File: config.mk
export PLATFORM = sky130hd
export DESIGN_NAME = hbff_ctrl
export DESIGN_NICKNAME = d
export VERILOG_FILES = /design/src/sv/hbff_pkg.sv /design/src/sv/hbff_ctrl.sv
export SDC_FILE = /design/constraint.sdc
export NUM_CORES = 1
export LEC_CHECK = 0
export ABC_AREA = 1
export BUFFER_PORTS_ARGS = -buffer_cell sky130_fd_sc_hd__buf_2
export CORE_AREA = 2 2 39 41
export DETAILED_ROUTE_END_ITERATION = 10
export DIE_AREA = 0 0 41 43
export GPL_TIMING_DRIVEN = 0
export PLACE_DENSITY = 0.42
export SYNTH_ARGS = -nofsm -noshare
export SYNTH_HDL_FRONTEND = slang
export SYNTH_SLANG_ARGS = --single-unit
File: constraint.sdc
create_clock -name clk -period 1.55 [get_ports clk]
set_clock_uncertainty 0.2 [all_clocks]
set_input_delay 0.155 -clock clk [delete_from_list [all_inputs] [get_ports clk]]
set_output_delay 0.155 -clock clk [all_outputs]
set_load 0.01 [all_outputs]
File: src/sv/hbff_pkg.sv
// ----------------------------------------------------------------------------
// hbff_pkg
// Shared types, constants and tree address helpers for the bitmap block.
// ----------------------------------------------------------------------------
package hbff_pkg;

    localparam int WORD_W     = 32;
    localparam int IDX_W      = 15;
    localparam int POS_W      = 5;
    localparam int LEVELS_DEF = 2;

    typedef enum logic [2:0] {
        ST_CLEAR,
        ST_IDLE,
        ST_RD,
        ST_UPD,
        ST_ROOT,
        ST_FIND
    } hbff_state_t;

    typedef struct packed {
        logic clr_en;
        logic load;
        logic rd_leaf;
        logic upd;
        logic upd_wr;
        logic up_rd;
        logic root_rd;
        logic find_step;
        logic out_load;
    } hbff_cmd_t;

    typedef struct packed {
        logic clr_done;
        logic lvl_top;
        logic lvl_leaf;
        logic func;
        logic out_busy;
    } hbff_sts_t;

    // first word of a tree level: 0, 1, 33, 1057
    function automatic logic [31:0] tree_base(input logic [1:0] lvl);
        logic [31:0] b;
        b = '0;
        for (int j = 0; j < 3; j++)
        begin
            if (2'(j) < lvl)
            begin
                b = (b << 5) + 32'd1;
            end
        end
        return b;
    endfunction

    function automatic logic [4:0] level_shift(input logic [1:0] lvl, input logic [1:0] levels);
        logic [4:0] d;
        d = 5'(levels - lvl);
        return 5'(d * 5'd5);
    endfunction

    function automatic logic [31:0] node_addr(input logic [1:0] lvl,
                                              input logic [IDX_W-1:0] idx,
                                              input logic [1:0] levels);
        logic [4:0] sh;
        sh = level_shift(lvl, levels);
        return tree_base(lvl) + 32'(idx >> (sh + 5'd5));
    endfunction

    function automatic logic [POS_W-1:0] node_bit(input logic [1:0] lvl,
                                                  input logic [IDX_W-1:0] idx,
                                                  input logic [1:0] levels);
        logic [4:0] sh;
        sh = level_shift(lvl, levels);
        return POS_W'(idx >> sh);
    endfunction

    // leading zeros, msb first; an empty word gives 31
    function automatic logic [POS_W-1:0] lead_zeros(input logic [WORD_W-1:0] w);
        logic [POS_W-1:0] z;
        z = POS_W'(WORD_W - 1);
        for (int i = 0; i < WORD_W; i++)
        begin
            if (w[i])
            begin
                z = POS_W'(WORD_W - 1 - i);
            end
        end
        return z;
    endfunction

endpackage

File: src/sv/hbff_ctrl.sv
// ----------------------------------------------------------------------------
// hbff_ctrl
// Sequencer: clearing pass, leaf read-modify-write, walk up, walk down.
// ----------------------------------------------------------------------------
module hbff_ctrl
    import hbff_pkg::*;
(
    input  logic      clk,
    input  logic      rst_n,
    input  logic      req_valid,
    output logic      req_stall,
    input  hbff_sts_t sts,
    output hbff_cmd_t cmd
);

    hbff_state_t state_reg;
    hbff_state_t state_next;

    always_ff @(posedge clk or negedge rst_n)
    begin
        if (!rst_n)
        begin
            state_reg <= ST_CLEAR;
        end
        else
        begin
            state_reg <= state_next;
        end
    end

    always_comb
    begin
        state_next = state_reg;
        case (state_reg)
            ST_CLEAR:
            begin
                if (sts.clr_done)
                begin
                    state_next = ST_IDLE;
                end
            end
            ST_IDLE:
            begin
                if (req_valid)
                begin
                    state_next = ST_RD;
                end
            end
            ST_RD:
            begin
                state_next = ST_UPD;
            end
            ST_UPD:
            begin
                if (!sts.func || sts.lvl_top)
                begin
                    state_next = ST_ROOT;
                end
            end
            ST_ROOT:
            begin
                state_next = ST_FIND;
            end
            ST_FIND:
            begin
                if (sts.lvl_leaf && !sts.out_busy)
                begin
                    state_next = ST_IDLE;
                end
            end
            default:
            begin
                state_next = ST_CLEAR;
            end
        endcase
    end

    always_comb
    begin
        cmd       = '0;
        req_stall = 1'b1;
        case (state_reg)
            ST_CLEAR:
            begin
                cmd.clr_en = 1'b1;
            end
            ST_IDLE:
            begin
                req_stall = 1'b0;
                cmd.load  = req_valid;
            end
            ST_RD:
            begin
                cmd.rd_leaf = 1'b1;
            end
            ST_UPD:
            begin
                cmd.upd    = 1'b1;
                cmd.upd_wr = sts.func;
                cmd.up_rd  = sts.func && !sts.lvl_top;
            end
            ST_ROOT:
            begin
                cmd.root_rd = 1'b1;
            end
            ST_FIND:
            begin
                cmd.find_step = !sts.lvl_leaf;
                cmd.out_load  = sts.lvl_leaf && !sts.out_busy;
            end
            default:
            begin
                cmd = '0;
            end
        endcase
    end

    a_no_write_idle: assert property (@(posedge clk) disable iff (!rst_n)
        (state_reg == ST_IDLE) |-> !(cmd.upd_wr || cmd.clr_en))
        else $error("memory write while idle");

    a_load_free: assert property (@(posedge clk) disable iff (!rst_n)
        cmd.out_load |-> !sts.out_busy)
        else $error("result loaded over a stalled beat");

    a_clear_stalls: assert property (@(posedge clk) disable iff (!rst_n)
        (state_reg == ST_CLEAR) |-> req_stall)
        else $error("input taken during clearing pass");

    a_read_no_walk: assert property (@(posedge clk) disable iff (!rst_n)
        (state_reg == ST_UPD && !sts.func) |=> (state_reg == ST_ROOT))
        else $error("read item walked the tree");

endmodule

### After elaboration in Yosys (flattened, before gate mapping)

Cells that the tools add are included.

| storage, ports and cells | value |
|---|---|
| output and inout port bits | 10 |
| bits in registers | 3 |
| bits of input ports | 8 |
| logic and storage cells | 31 |

| operators by class | value |
|---|---|
| reductions and logical operators | 9 |
| mux-type cells | 12 |
| equal/unequal tests | 9 |

Operators with widths:

| operator | count |
|---|---|
| 3-bit case mux with 6 select lines | 1 |
| 3-bit 2-to-1 mux | 5 |
| 2-bit inequality test, second input constant | 4 |
| 3-bit by 2-bit equality test with 1-bit output, second input constant | 2 |
| 3-bit equality test, second input constant | 2 |
| 1-bit 2-to-1 mux | 5 |
| 1-bit zero test | 4 |
| 4-bit AND reduction | 1 |
| 3-bit by 1-bit equality test with 1-bit output, second input constant | 1 |
| 3-bit zero test | 1 |
| 1-bit logical AND | 2 |
| 2-bit 2-to-1 mux | 1 |
| 1-bit logical OR | 1 |

### Longest topological paths before layout

| logic depth | value |
|---|---|
| depth in word-level cells | 4 |
| depth in mapped cells | 8 |
| depth with buffers taken out | 8 |

### Worst setup path after synthesis

OpenSTA, ideal clock, no wires.

| timing | value |
|---|---|
| path kind | register -> register |
| start point | register state_reg[2] |
| end point | register state_reg[0] |
| clock period less this slack | 1,281 ps |
| path buffers | 0 |
| library setup time | 117 ps |
| required time | 1,233 ps |
| stages on the path, launching flop included | 7 |
| setup slack | 269 ps |
| arrival | 965 ps |
| path through | dfrtp_1 > inv_2 > nand3_1 > nor2_4 > nor2_2 > nand3_1 > nand2_1 |

| between the ends | value |
|---|---|
| word-level cells in the longest chain between the ends | 3 |
| elaborated cells on any way between the ends | 12 |
| classes of those cells | eq/ne (9); mux (1); reduce/logical (2) |

Ends and longest elaborated chain:

| element | RTL line | RTL |
|---|---|---|
| start: declaration | hbff_ctrl.sv:16 | `hbff_state_t state_reg;` |
| start signal: assignment | hbff_ctrl.sv:27 | `state_reg <= state_next;` |
| 3-bit equality test (tied with other cells) | hbff_ctrl.sv:34 | `case (state_reg)` |
| 2-bit inequality test (no source line) | -- |  |
| 4-bit AND reduction (no source line) | -- |  |

Parallel ways exist; a longest one is shown, timed or not.
A chain may end at the register's enable or synchronous reset.

==> impl_metrics.ini <==
[timing]
relSlewSlack_pct = 89.9
finalHoldViolations = 0
worst_pin_slew_ns = 0.151
setup_ws_ns = 0.0574
clock.fmax_mhz = 670
finalSetupTns_ns = 0
fin_crit_sh_pct = 96.3
rsz0062_at_grt = true
slew_viol_final = 0
min_period_ns = 1.49
setup_viol = 0

[power]
peakVddDrop_mv = 0.630
internal_power_uw = 427
p_leak_uw = 0.000277
seq_power_share_pct = 22.9
power_uw = 835
power_density_nw_per_um2 = 1860
p_switching_uw = 408
comb_power_share_pct = 61.0
power.share.switching_pct = 48.9
power_frac_clock_pct = 16.1

[floorplan]
core-area_um2 = 1380
die_x_um = 41
initial_core_util_pct = 20.0
die_height_um = 43
num_rows = 14
die_area_um2 = 1760
pin_count = 18

[clock_network]
clk_latency_ns = 0.23
root_buffer = clkbuf_4
ctsHtreeMaxLevel = 1
cts_tree = built
numClockSinks = 3
numCtsBuffers = 3
cts_buffer_depth = 2
clkTransAtPathRegs_ns = 0.04

[run]
drv_cap = 0

[synthesis]
synth.ff_latch_count = 3
synth_top_area_share_pct = 27.1
seq_area_frac_synth_pct = 27.1
syn-cell-area_um2 = 277
ys_top_cells_by_area = dfrtp_1, inv_1, nand2_1
yosys_warnings = 0
synth_top_area_cell = dfrtp_1
syn_avg_cell_area_um2 = 5.76
syn_inst = 48
yosysUniqueCellTypes = 13
synthesis.nets = 56

[detailed_routing]
drt_iter0_drc = 2
vias = 345
avgRoutedWirePerCell_um = 7.84
drt_wl_total_um = 682
ant_nets = 0
drcViolationCount = 0
viasPerCell = 3.97
firstDrtPassIters = 4

[layout]
drive_above_1_share_pct = 45.1
fillers = 155
synthToLayoutAreaGrowth_pct = 62.0
largest_reg_flops = 3
layout.area.seq_um2 = 77.6
multiInputGateArea_um2 = 180
nNetsFinal = 80
diodes = 0
final_util_pct = 32.4

[global_routing]
grt_pass1_wl_um = 952
antenna_found_initial = 0
grt_start_max_net_pins = 8
grt_pass1_vias = 274
grt_use_total_pct = 8.33
grt_overflow = 0

[outcome]
status = complete, no violations

[critical_path]
crit_arrival_ns = 1.14
critPathLaunchType = flop
rrSetupSlack_ns = 0.25
cp-end-kind = output port
r2r_cells = 7
cp.required_ns = 1.19
rr_endpoint = state_reg[2]$_DFFE_PN0P_
path_class = reg2out
crit-reg2reg-launch = state_reg[0]$_DFFE_PN0P_
worstPathMaxFanout = 5

[placement]
portBuffers = 17
pre_cts_ws_ns = 0.185
hpwl_um = 560
place_congestion = 0.678

[min_path]
hold_class = in2async
worst max-delay path, stage by stage, from the launching register on:
cell and delay (ns):
dfrtp_2 0.43, inv_1 0.08, nor2_2 0.12, nand2_1 0.08, nor2_1 0.07, buf_2 0.13
through the flow:
stage               hold slack [ns]  instance area (um^2)  cells
finish                       0.0488                   448     87
global route                 0.0379                   448     87
CTS                          0.0375                   424     86
detailed placement           -0.247                   382     81
global placement             -0.248                   382     81
floorplan                    -0.341                   277     48
layout make-up:
type / count / share of cell area, %
Multi-Input combinational cell: 34 / 40.2
Timing Repair Buffer: 19 / 22.9
Sequential cell: 3 / 17.3
Inverter: 11 / 9.22
Clock buffer: 4 / 5.87
Tap cell: 16 / 4.47
cells in the final DEF, fill, tap and decap left out, drive strengths merged:
cell and instances:
nand3 6, nand3b 1, a21oi 1, dfrtp 3, inv 11, o21ai 1, buf 18, nand2 11
dlygate4sd3 1, nor2 13, o21bai 1, clkbuf 4
timing repair:
action / CTS / global route
resized for setup: 2 / 5
setup endpoints to repair: 1 / 6
setup buffers: 0 / 1
hold endpoints to repair: 3 / 0
hold buffers: 1 / 0
cell families after synthesis:
| group | Yosys count | synth area share (%) |
|---|---|---|
| flip-flops | 3 | 27.1 |
| AND/OR/NAND/NOR | 31 | 51.6 |
| AO/OA/AOI/OAI | 3 | 6.33 |
| buffers and inverters | 11 | 14.9 |
synthesized netlist by cell type:
library cell and number:
a21oi_1 1, dfrtp_1 3, nand2_1 10, nor2_2 2, nor2_4 1, o21ai_0 1
nor2_1 10, nand3_1 6, inv_2 1, o21bai_1 1, nand3b_1 1, inv_1 10
nand2_2 1
power by group through the flow:
stage	sequential, uW	combinational [uW]	clock [uW]
floorplan	159	330	0
global placement	172	466	0
detailed placement	170	465	0
CTS	177	474	144
global route	196	587	155
finish	191	509	135
worst max path at each step:
stage | start | end | cells after the start
5_1_grt | state_reg[0]$_DFFE_PN0P_ | cmd[7] | 5
2_1_floorplan | state_reg[2]$_DFFE_PN0P_ | state_reg[0]$_DFFE_PN0P_ | 6
3_5_place_dp | state_reg[0]$_DFFE_PN0P_ | state_reg[0]$_DFFE_PN0P_ | 6
6_report | state_reg[0]$_DFFE_PN0P_ | cmd[7] | 5
4_1_cts | state_reg[1]$_DFFE_PN0P_ | cmd[0] | 4
3_3_place_gp | state_reg[2]$_DFFE_PN0P_ | state_reg[2]$_DFFE_PN0P_ | 6
per-layer routing:
metal  global-route usage [%]  share of wire [%]
met5                        0                  0
met4                     2.00                  0
met3                     6.28                8.5
met2                     13.1                 49
met1                     8.36                 42
No activity file was read; power rests on OpenSTA's default activity.
